[config.mk]
export PLATFORM = sky130hd
export DESIGN_NAME = door_unlock_until_reed_close_flat
export DESIGN_NICKNAME = d
export VERILOG_FILES = /design/src/hw/rtl/dur_pkg.sv /design/src/hw/rtl/dur_sample_if.sv /design/src/hw/rtl/dur_result_if.sv /design/src/hw/rtl/dur_cfg_regs.sv /design/src/hw/rtl/dur_ctrl.sv /design/src/hw/rtl/dur_out_stage.sv /design/src/hw/rtl/door_unlock_until_reed_close.sv /design/src/flat_wrapper.sv
export SDC_FILE = /design/constraint.sdc
export NUM_CORES = 1
export LEC_CHECK = 0
export BUFFER_PORTS_ARGS = -buffer_cell sky130_fd_sc_hd__buf_2
export CAP_MARGIN = 20
export CORE_ASPECT_RATIO = 1.25
export CORE_MARGIN = 2
export CORE_UTILIZATION = 30
export DETAILED_ROUTE_END_ITERATION = 8
export PLACE_DENSITY = 0.52
export SYNTH_ARGS = -nofsm -noshare
export SYNTH_HDL_FRONTEND = slang
export SYNTH_HIERARCHICAL = 1
export SYNTH_SLANG_ARGS = --single-unit
[constraint.sdc]
create_clock -name clk -period 7.5 [get_ports clk]
set_input_delay 0.75 -clock clk [delete_from_list [all_inputs] [get_ports clk]]
set_output_delay 0.75 -clock clk [all_outputs]
set_load 0.01 [all_outputs]
[src/hw/rtl/dur_pkg.sv]
// types, codes and constants of the door lock controller
`default_nettype none

package dur_pkg;

    localparam int ACTION_W  = 2;
    localparam int PHASE_W   = 2;
    localparam int EVENT_W   = 3;
    localparam int TIME_W    = 20;
    localparam int HIT_W     = 8;
    localparam int POLL_W    = 10;
    localparam int CFG_IDX_W = 2;
    localparam int CFG_W     = 20;

    localparam logic [TIME_W-1:0] ELAPSED_MAX = {TIME_W{1'b1}};
    localparam logic [HIT_W-1:0]  RUN_MAX     = {HIT_W{1'b1}};

    localparam logic [TIME_W-1:0] OPEN_TIMEOUT_RST = 20'd10000;
    localparam logic [TIME_W-1:0] MAX_UNLOCK_RST   = 20'd60000;
    localparam logic [HIT_W-1:0]  HIT_COUNT_RST    = 8'd3;
    localparam logic [POLL_W-1:0] POLL_RST         = 10'd20;

    typedef enum logic [ACTION_W-1:0] {
        ACT_START  = 2'd0,
        ACT_STOP   = 2'd1,
        ACT_SAMPLE = 2'd2
    } action_t;

    typedef enum logic [CFG_IDX_W-1:0] {
        REG_OPEN_TIMEOUT = 2'd0,
        REG_MAX_UNLOCK   = 2'd1,
        REG_HIT_COUNT    = 2'd2,
        REG_POLL         = 2'd3
    } cfg_idx_t;

    localparam logic [PHASE_W-1:0] PHASE_CODE_IDLE  = 2'd0;
    localparam logic [PHASE_W-1:0] PHASE_CODE_OPEN  = 2'd1;
    localparam logic [PHASE_W-1:0] PHASE_CODE_CLOSE = 2'd2;

    localparam logic [EVENT_W-1:0] EV_NONE         = 3'd0;
    localparam logic [EVENT_W-1:0] EV_STARTED      = 3'd1;
    localparam logic [EVENT_W-1:0] EV_OPEN_CONFIRM = 3'd2;
    localparam logic [EVENT_W-1:0] EV_CLOSED       = 3'd3;
    localparam logic [EVENT_W-1:0] EV_OPEN_TIMEOUT = 3'd4;
    localparam logic [EVENT_W-1:0] EV_MAX_OR_STOP  = 3'd5;

    typedef enum logic [2:0] {
        PH_IDLE  = 3'b001,
        PH_OPEN  = 3'b010,
        PH_CLOSE = 3'b100
    } phase_t;

    typedef struct packed {
        logic [TIME_W-1:0] open_timeout_ms;
        logic [TIME_W-1:0] max_unlock_ms;
        logic [HIT_W-1:0]  hit_count_needed;
        logic [POLL_W-1:0] poll_ms;
    } cfg_t;

    typedef struct packed {
        logic               unlocked;
        logic [PHASE_W-1:0] phase;
        logic [EVENT_W-1:0] event_res;
    } result_t;

    function automatic logic [PHASE_W-1:0] phase_code(input phase_t ph);
        logic [PHASE_W-1:0] code;
        unique case (ph)
            PH_OPEN:  code = PHASE_CODE_OPEN;
            PH_CLOSE: code = PHASE_CODE_CLOSE;
            default:  code = PHASE_CODE_IDLE;
        endcase
        return code;
    endfunction

endpackage

`default_nettype wire

[src/hw/rtl/dur_sample_if.sv]
// sample channel: command or reed switch sample beats
`default_nettype none

interface dur_sample_if;
    import dur_pkg::*;

    logic                valid;
    logic                ready;
    logic [ACTION_W-1:0] action;
    logic                reed_closed;

    modport source (output valid, output action, output reed_closed, input ready);
    modport sink (input valid, input action, input reed_closed, output ready);
endinterface

`default_nettype wire

[src/hw/rtl/dur_result_if.sv]
// result channel: lock drive, phase and event beats
`default_nettype none

interface dur_result_if;
    import dur_pkg::*;

    logic               valid;
    logic               ready;
    logic               unlocked;
    logic [PHASE_W-1:0] phase;
    logic [EVENT_W-1:0] event_res;

    modport source (output valid, output unlocked, output phase, output event_res, input ready);
    modport sink (input valid, input unlocked, input phase, input event_res, output ready);
endinterface

`default_nettype wire

[src/hw/rtl/dur_cfg_regs.sv]
// configuration register bank of the door lock controller
`default_nettype none

module dur_cfg_regs (
    input  wire logic                           clk,
    input  wire logic                           rst_n,
    input  wire logic                           cfg_we,
    input  wire logic [dur_pkg::CFG_IDX_W-1:0]  cfg_index,
    input  wire logic [dur_pkg::CFG_W-1:0]      cfg_wdata,
    output dur_pkg::cfg_t                       cfg
);
    import dur_pkg::*;

    cfg_t cfg_reg;

    always_ff @(posedge clk or negedge rst_n)
    begin
        if (!rst_n)
        begin
            cfg_reg.open_timeout_ms  <= OPEN_TIMEOUT_RST;
            cfg_reg.max_unlock_ms    <= MAX_UNLOCK_RST;
            cfg_reg.hit_count_needed <= HIT_COUNT_RST;
            cfg_reg.poll_ms          <= POLL_RST;
        end
        else if (cfg_we)
        begin
            unique case (cfg_idx_t'(cfg_index))
                REG_OPEN_TIMEOUT: cfg_reg.open_timeout_ms  <= cfg_wdata[TIME_W-1:0];
                REG_MAX_UNLOCK:   cfg_reg.max_unlock_ms    <= cfg_wdata[TIME_W-1:0];
                REG_HIT_COUNT:    cfg_reg.hit_count_needed <= cfg_wdata[HIT_W-1:0];
                REG_POLL:         cfg_reg.poll_ms          <= cfg_wdata[POLL_W-1:0];
                default:          ;
            endcase
        end
    end

    assign cfg = cfg_reg;

endmodule

`default_nettype wire

[src/hw/rtl/dur_ctrl.sv]
// phase state, debounce run counter and phase timer
`default_nettype none

module dur_ctrl (
    input  wire logic                          clk,
    input  wire logic                          rst_n,
    input  wire dur_pkg::cfg_t                 cfg,
    input  wire logic                          accept,
    input  wire logic [dur_pkg::ACTION_W-1:0]  action,
    input  wire logic                          reed_closed,
    output dur_pkg::result_t                   res_next
);
    import dur_pkg::*;

    phase_t            phase_reg, phase_next;
    logic              saw_closed_reg, saw_closed_next;
    logic [HIT_W-1:0]  run_reg, run_next;
    logic [TIME_W-1:0] elapsed_reg, elapsed_next;

    logic [HIT_W-1:0]  run_bumped;
    logic [TIME_W:0]   timer_sum;
    logic [TIME_W-1:0] timer_adv;
    logic              restart;
    logic [EVENT_W-1:0] ev;

    assign run_bumped = (run_reg == RUN_MAX) ? run_reg : run_reg + 8'd1;
    assign timer_sum  = {1'b0, elapsed_reg} + {{(TIME_W + 1 - POLL_W){1'b0}}, cfg.poll_ms};
    assign timer_adv  = timer_sum[TIME_W] ? ELAPSED_MAX : timer_sum[TIME_W-1:0];

    always_comb
    begin
        phase_next      = phase_reg;
        saw_closed_next = saw_closed_reg;
        run_next        = run_reg;
        elapsed_next    = elapsed_reg;
        restart         = 1'b0;
        ev              = EV_NONE;

        unique case (action_t'(action))
            ACT_START:
            begin
                if (phase_reg == PH_IDLE)
                begin
                    phase_next = PH_OPEN;
                    restart    = 1'b1;
                    ev         = EV_STARTED;
                end
            end
            ACT_STOP:
            begin
                if (phase_reg != PH_IDLE)
                begin
                    phase_next = PH_IDLE;
                    restart    = 1'b1;
                    ev         = EV_MAX_OR_STOP;
                end
            end
            ACT_SAMPLE:
            begin
                unique case (phase_reg)
                    PH_OPEN:
                    begin
                        if (elapsed_reg >= cfg.open_timeout_ms)
                        begin
                            phase_next = PH_IDLE;
                            restart    = 1'b1;
                            ev         = EV_OPEN_TIMEOUT;
                        end
                        else if (elapsed_reg >= cfg.max_unlock_ms)
                        begin
                            phase_next = PH_IDLE;
                            restart    = 1'b1;
                            ev         = EV_MAX_OR_STOP;
                        end
                        else if (reed_closed)
                        begin
                            saw_closed_next = 1'b1;
                            run_next        = '0;
                            elapsed_next    = timer_adv;
                        end
                        else if (saw_closed_reg)
                        begin
                            run_next = run_bumped;
                            if (run_bumped >= cfg.hit_count_needed)
                            begin
                                phase_next = PH_CLOSE;
                                restart    = 1'b1;
                                ev         = EV_OPEN_CONFIRM;
                            end
                            else
                            begin
                                elapsed_next = timer_adv;
                            end
                        end
                        else
                        begin
                            run_next     = '0;
                            elapsed_next = timer_adv;
                        end
                    end
                    PH_CLOSE:
                    begin
                        if (elapsed_reg >= cfg.max_unlock_ms)
                        begin
                            phase_next = PH_IDLE;
                            restart    = 1'b1;
                            ev         = EV_MAX_OR_STOP;
                        end
                        else if (reed_closed)
                        begin
                            run_next = run_bumped;
                            if (run_bumped >= cfg.hit_count_needed)
                            begin
                                phase_next = PH_IDLE;
                                restart    = 1'b1;
                                ev         = EV_CLOSED;
                            end
                            else
                            begin
                                elapsed_next = timer_adv;
                            end
                        end
                        else
                        begin
                            run_next     = '0;
                            elapsed_next = timer_adv;
                        end
                    end
                    default: ;
                endcase
            end
            default: ;
        endcase

        // entering a phase clears its bookkeeping
        if (restart)
        begin
            saw_closed_next = 1'b0;
            run_next        = '0;
            elapsed_next    = '0;
        end
    end

    always_ff @(posedge clk or negedge rst_n)
    begin
        if (!rst_n)
        begin
            phase_reg      <= PH_IDLE;
            saw_closed_reg <= 1'b0;
            run_reg        <= '0;
            elapsed_reg    <= '0;
        end
        else if (accept)
        begin
            phase_reg      <= phase_next;
            saw_closed_reg <= saw_closed_next;
            run_reg        <= run_next;
            elapsed_reg    <= elapsed_next;
        end
    end

    assign res_next.unlocked  = (phase_next != PH_IDLE);
    assign res_next.phase     = phase_code(phase_next);
    assign res_next.event_res = ev;

endmodule

`default_nettype wire

[src/hw/rtl/dur_out_stage.sv]
// result register with valid/ready toward the result channel
`default_nettype none

module dur_out_stage (
    input  wire logic             clk,
    input  wire logic             rst_n,
    input  wire logic             load,
    input  wire dur_pkg::result_t res_next,
    output logic                  free,
    dur_result_if.source          result_ch
);
    import dur_pkg::*;

    result_t result_reg;
    logic    valid_reg;

    assign free = !valid_reg || result_ch.ready;

    always_ff @(posedge clk or negedge rst_n)
    begin
        if (!rst_n)
        begin
            valid_reg <= 1'b0;
        end
        else if (load)
        begin
            valid_reg <= 1'b1;
        end
        else if (result_ch.ready)
        begin
            valid_reg <= 1'b0;
        end
    end

    always_ff @(posedge clk)
    begin
        if (load)
        begin
            result_reg <= res_next;
        end
    end

    assign result_ch.valid     = valid_reg;
    assign result_ch.unlocked  = result_reg.unlocked;
    assign result_ch.phase     = result_reg.phase;
    assign result_ch.event_res = result_reg.event_res;

endmodule

`default_nettype wire

[src/hw/rtl/door_unlock_until_reed_close.sv]
// top level of the reed switch driven door lock controller
//
// sample_ch carries one beat per command or reed sample: action 0 starts an
// unlock, 1 stops and locks, 2 is a reed sample with reed_closed. every beat
// yields exactly one beat on result_ch with the lock drive after the beat,
// the phase and the event code.
// configuration goes through cfg_we / cfg_index / cfg_wdata, one register per
// write; the user writes only while no beat is in flight, which the block
// does not enforce. a beat's result is registered at the edge that accepts it.
// throughput is one beat per cycle while result_ch is ready, set by the single
// result register that the phase logic feeds.
// reset leaves the door locked in the idle phase, configuration at its
// defaults and result_ch empty.
// when result_ch stalls, the pending result holds and sample_ch.ready drops
// until that result is taken; ready is high again in the cycle it is taken.
`default_nettype none

module door_unlock_until_reed_close (
    input  wire logic                          clk,
    input  wire logic                          rst_n,
    input  wire logic                          cfg_we,
    input  wire logic [dur_pkg::CFG_IDX_W-1:0] cfg_index,
    input  wire logic [dur_pkg::CFG_W-1:0]     cfg_wdata,
    dur_sample_if.sink                         sample_ch,
    dur_result_if.source                       result_ch
);
    import dur_pkg::*;

    cfg_t    cfg;
    result_t res_next;
    logic    free;
    logic    accept;

    assign sample_ch.ready = free;
    assign accept          = sample_ch.valid && free;

    dur_cfg_regs u_cfg_regs (
        .clk       (clk),
        .rst_n     (rst_n),
        .cfg_we    (cfg_we),
        .cfg_index (cfg_index),
        .cfg_wdata (cfg_wdata),
        .cfg       (cfg)
    );

    dur_ctrl u_ctrl (
        .clk         (clk),
        .rst_n       (rst_n),
        .cfg         (cfg),
        .accept      (accept),
        .action      (sample_ch.action),
        .reed_closed (sample_ch.reed_closed),
        .res_next    (res_next)
    );

    dur_out_stage u_out_stage (
        .clk       (clk),
        .rst_n     (rst_n),
        .load      (accept),
        .res_next  (res_next),
        .free      (free),
        .result_ch (result_ch)
    );

endmodule

`default_nettype wire

[src/flat_wrapper.sv]
// flat-port wrapper written by rule: the top's interface ports become plain ports
module door_unlock_until_reed_close_flat import dur_pkg::*;
  (clk, rst_n, cfg_we, cfg_index, cfg_wdata, sample_ch_valid, sample_ch_action, sample_ch_reed_closed, sample_ch_ready, result_ch_valid, result_ch_unlocked, result_ch_phase, result_ch_event_res, result_ch_ready);
  dur_sample_if sample_ch_i ();
  dur_result_if result_ch_i ();
  input  wire logic clk;
  input  wire logic rst_n;
  input  wire logic cfg_we;
  input  wire logic [dur_pkg::CFG_IDX_W-1:0] cfg_index;
  input  wire logic [dur_pkg::CFG_W-1:0] cfg_wdata;
  input wire logic [$bits(sample_ch_i.valid)-1:0] sample_ch_valid;
  input wire logic [$bits(sample_ch_i.action)-1:0] sample_ch_action;
  input wire logic [$bits(sample_ch_i.reed_closed)-1:0] sample_ch_reed_closed;
  output wire logic [$bits(sample_ch_i.ready)-1:0] sample_ch_ready;
  output wire logic [$bits(result_ch_i.valid)-1:0] result_ch_valid;
  output wire logic [$bits(result_ch_i.unlocked)-1:0] result_ch_unlocked;
  output wire logic [$bits(result_ch_i.phase)-1:0] result_ch_phase;
  output wire logic [$bits(result_ch_i.event_res)-1:0] result_ch_event_res;
  input wire logic [$bits(result_ch_i.ready)-1:0] result_ch_ready;
  assign sample_ch_i.valid = sample_ch_valid;
  assign sample_ch_i.action = sample_ch_action;
  assign sample_ch_i.reed_closed = sample_ch_reed_closed;
  assign sample_ch_ready = sample_ch_i.ready;
  assign result_ch_valid = result_ch_i.valid;
  assign result_ch_unlocked = result_ch_i.unlocked;
  assign result_ch_phase = result_ch_i.phase;
  assign result_ch_event_res = result_ch_i.event_res;
  assign result_ch_i.ready = result_ch_ready;
  door_unlock_until_reed_close u_core (.clk(clk), .rst_n(rst_n), .cfg_we(cfg_we), .cfg_index(cfg_index), .cfg_wdata(cfg_wdata), .sample_ch(sample_ch_i), .result_ch(result_ch_i));
endmodule
==> run_results.csv <==
group,metric,value,unit
sta,setup_viol,0,
sta,finalCriticalPeriod,3.89,ns
place,place_ws,3.17,ns
clock_tree,clk_pin_slew,0.07,ns
worst_setup_path,path_cells,"ha_1 -> nand3_1 -> nor2_1 -> nand2_1 -> mux2_2 -> ha_1 -> a2111oi_4 -> o31ai_4 -> a21oi_1 -> nor4b_2 -> and3_1 -> buf_16 -> o211ai_1 -> nand3_1",
clock_tree,tritoncts,"done",
worst_setup_path,startpoint_type,"flip-flop",
synth,synth_enable_flop_cells,6,
sta,period_share,0.519,
synth,syn_nets,705,
synth,ys_seq_area_frac,0.392,
synth,syn_inst,615,
clock_tree,clk-insertion-delay-late,0.35,ns
synth,yosys_register_bits,97,
power,leakagePower,3.34,nW
sta,worst_pin_slew,0.969,ns
power,vdd_drop_max,0.0982,mV
clock_tree,post-cts-setup-buffers,0,
synth,yosys.area.top_type_share,0.293,
synth,synth_cell_types,73,
worst_setup_path,slowest_delay,0.53,ns
sta,max_freq,0.257,GHz
global_route,grt_usage,0.133,
power,powerDensity,271,nW/µm²
clock_tree,cts-hold-fix-buffers,0,
power,clkPwrFrac,0.248,
global_route,grt_first_pass_wirelength,24000,µm
clock_tree,cts_htree_levels,3,
power,p_comb_frac,0.359,
clock_tree,numClockSinks,97,
sta,fin_tns_setup,0,ns
synth,synth_flop_cell,"dfrtp_1",
die,fp-row-count,59,
die,num_io_pins,38,
place,hpwl,10800,µm
worst_setup_path,crit_path_max_fanout,26,
finish,fin_nets,743,
synth,syn_area,6330,µm²
synth,avgSynthCellArea,10.3,µm²
power,sw_frac_of_total,0.353,
die,fp.dieW,134,µm
die,fp.coreArea,20700,µm²
drt,drc_errors,0,
worst_setup_path,end_kind,"flip-flop",
drt,routed_wl,14300,µm
min_path,holdCritPathClass,"input pin to asynchronous set/reset pin",
power,seqPwrFrac,0.393,
worst_setup_path,crit_type,"flip-flop to flip-flop",
worst_setup_path,cpMaxStageDelayCell,"and3_1",
clock_tree,cts_inserted_buffers,9,
job,cap_violations,0,
worst_setup_path,worstPathRequired,7.78,ns
worst_setup_path,cp.arrival,4.17,ns
drt,dr.pass1.iters,4,
sta,slew_viol_final,0,
clock_tree,ctsResizeCount,0,
clock_tree,cts_root_buffer,"clkbuf_16",
sta,rsz0062_at_grt,"false",
die,die_area,22300,µm²
finish,antenna_cells,0,
global_route,grt_max_degree,47,
global_route,gr-total-overflow,0,
finish,drive_gt1_frac,0.240,
place,port_buffers,37,
die,dieHeight,166,µm
drt,ant_nets,0,
drt,wire_per_inst,15.4,µm
sta,relSlewSlack,0.348,
drt,vias,4719,
clock_tree,ctsLongestPathBuffers,2,
sta,skew,0.00790,ns
die,initial_utilization,0.305,
synth,yosysWarnings,6,
global_route,antenna_found_initial,0,
synth,synthArstFlopShare,0.938,
outcome,status,"finished, final reports clean",
global_route,grt_pass1_vias,4797,
synth,synth_top_area_cell,"dfrtp_1",
power,switchingPower,0.682,mW
drt,drt_iter0_markers,296,
synth,yosys-top-cells-area,"dfrtp_1 (29%), ha_1 (12%), dfstp_2 (7.1%)",
drt,via_per_inst,5.06,
finish,syn_to_final_growth,12.5,%
sta,finalWorstSetupSlack,3.61,ns
finish,largest_reg_flops,58,
finish,fillers,2072,
sta,finalHoldViolCount,0,
place,finalWeightedCongestion,0.830,
power,internal_power,1.25,mW
==> per-stage QoR <==
stage	utilization	area [µm²]	instances	power, mW	hold slack (ns)
CTS	0.342	7090	931	1.95	0.418
finish	0.343	7110	932	1.93	0.397
detailed placement	0.327	6780	915	1.45	0.494
global route	0.343	7110	932	2.08	0.435
floorplan	-	6330	615	1.28	0.454
global placement	0.327	6780	915	1.43	0.488
==> worst max-delay path, delay by kind of cell (launching register included) <==
family,cells,cell delay (ns)
and+or+nand+nor,6,1.36
AOI/OAI and AO/OA,4,0.85
adders and majority gates,2,0.58
DFF,1,0.43
muxes,1,0.37
buffers and inverters,1,0.22
==> power groups by stage <==
stage / Combinational (mW) / Clock (mW) / Sequential (mW)
3_3_place_gp: 0.672 / 0 / 0.762
4_1_cts: 0.695 / 0.496 / 0.757
5_1_grt: 0.784 / 0.521 / 0.774
2_1_floorplan: 0.563 / 0 / 0.717
6_report: 0.694 / 0.478 / 0.758
3_5_place_dp: 0.690 / 0 / 0.764
==> Yosys cell counts (2+ instances only) <==
master and number:
mux2_2 39, buf_4 4, a41oi_1 2, o31ai_4 2, o21ai_0 34, xor2_1 2
o21a_1 14, a31oi_1 8, nor3b_1 3, buf_6 4, or3_1 3, nor3b_2 2
o211ai_1 12, nand2b_1 3, nand4_1 8, mux2_4 20, nor3_1 10, nand3_1 23
a22o_1 3, nand2b_4 2, nand3b_1 3, o211a_1 2, xnor2_1 9, clkbuf_1 3
nor4_1 2, dfstp_2 17, nor2b_1 7, nor2_1 31, and3_1 4, a21o_1 6
a21oi_1 29, nand2_1 51, dfrtp_1 74, inv_1 61, a211oi_1 6, and2_1 6
buf_2 4, o21ai_1 2, edfxtp_1 6, ha_1 59, or2_2 2, a2111oi_4 2
==> cell type report <==
class | instances | area [µm²] | share of cell area
clock inverters | 5 | 52.6 | 0.00739
repair buffers | 42 | 245 | 0.0345
inverters | 61 | 229 | 0.0322
clock buffers | 11 | 254 | 0.0357
well taps | 274 | 343 | 0.0482
multi-input cells | 442 | 3510 | 0.494
flip-flops and latches | 97 | 2480 | 0.348
==> cells in the final DEF (no fill, tap or decap), drive strengths merged, types with 11 or more instances in the layout <==
master	Yosys	layout
nor3	11	11
inv	61	61
o211ai	12	12
o21a	14	14
nand2	51	51
nand3	24	24
mux2	60	60
buf	12	42
a21oi	30	30
clkbuf	3	11
dfrtp	74	74
o21ai	37	37
dfstp	17	17
ha	59	59
nor2	32	32
==> worst paths after layout <==
kind	from	to	slack, ns	cells past startpoint
worst max-delay path	u_core/u_ctrl/run_reg[0]	u_core/u_ctrl/elapsed_reg[18]	3.61	14
worst min-delay path	rst_n	u_core/u_cfg_regs/cfg[30]	0.40	1
worst max register to register	u_core/u_ctrl/run_reg[0]	u_core/u_ctrl/elapsed_reg[18]	3.61	14
worst min register to register	u_core/u_cfg_regs/cfg[43]	u_core/u_cfg_regs/cfg[43]	0.51	1
max in group asynchronous	rst_n	u_core/u_ctrl/run_reg[0]	6.06	2
min in group clk	u_core/u_cfg_regs/cfg[43]	u_core/u_cfg_regs/cfg[43]	0.51	1
==> cells by family after synthesis <==
kind of cell,synth area share
multiplexers,0.120
AND/OR/NAND/NOR,0.145
AO/OA/AOI/OAI,0.155
XOR/XNOR,0.0152
flip-flops,0.392
adder cells (fa/ha/maj),0.120
buffers and inverters,0.0530
==> layer usage <==
layer / global-route usage / share of wire / up-vias / wire, µm
li1: - / - / 2281 / -
met1: 0.157 / 0.43 / 2353 / 6230
met2: 0.237 / 0.52 / 64 / 7400
met3: 0.0256 / 0.023 / 21 / 333
met4: 0.0523 / 0.025 / 0 / 355
met5: 0 / 0 / - / 0
Power figures use the tool's default switching activity.
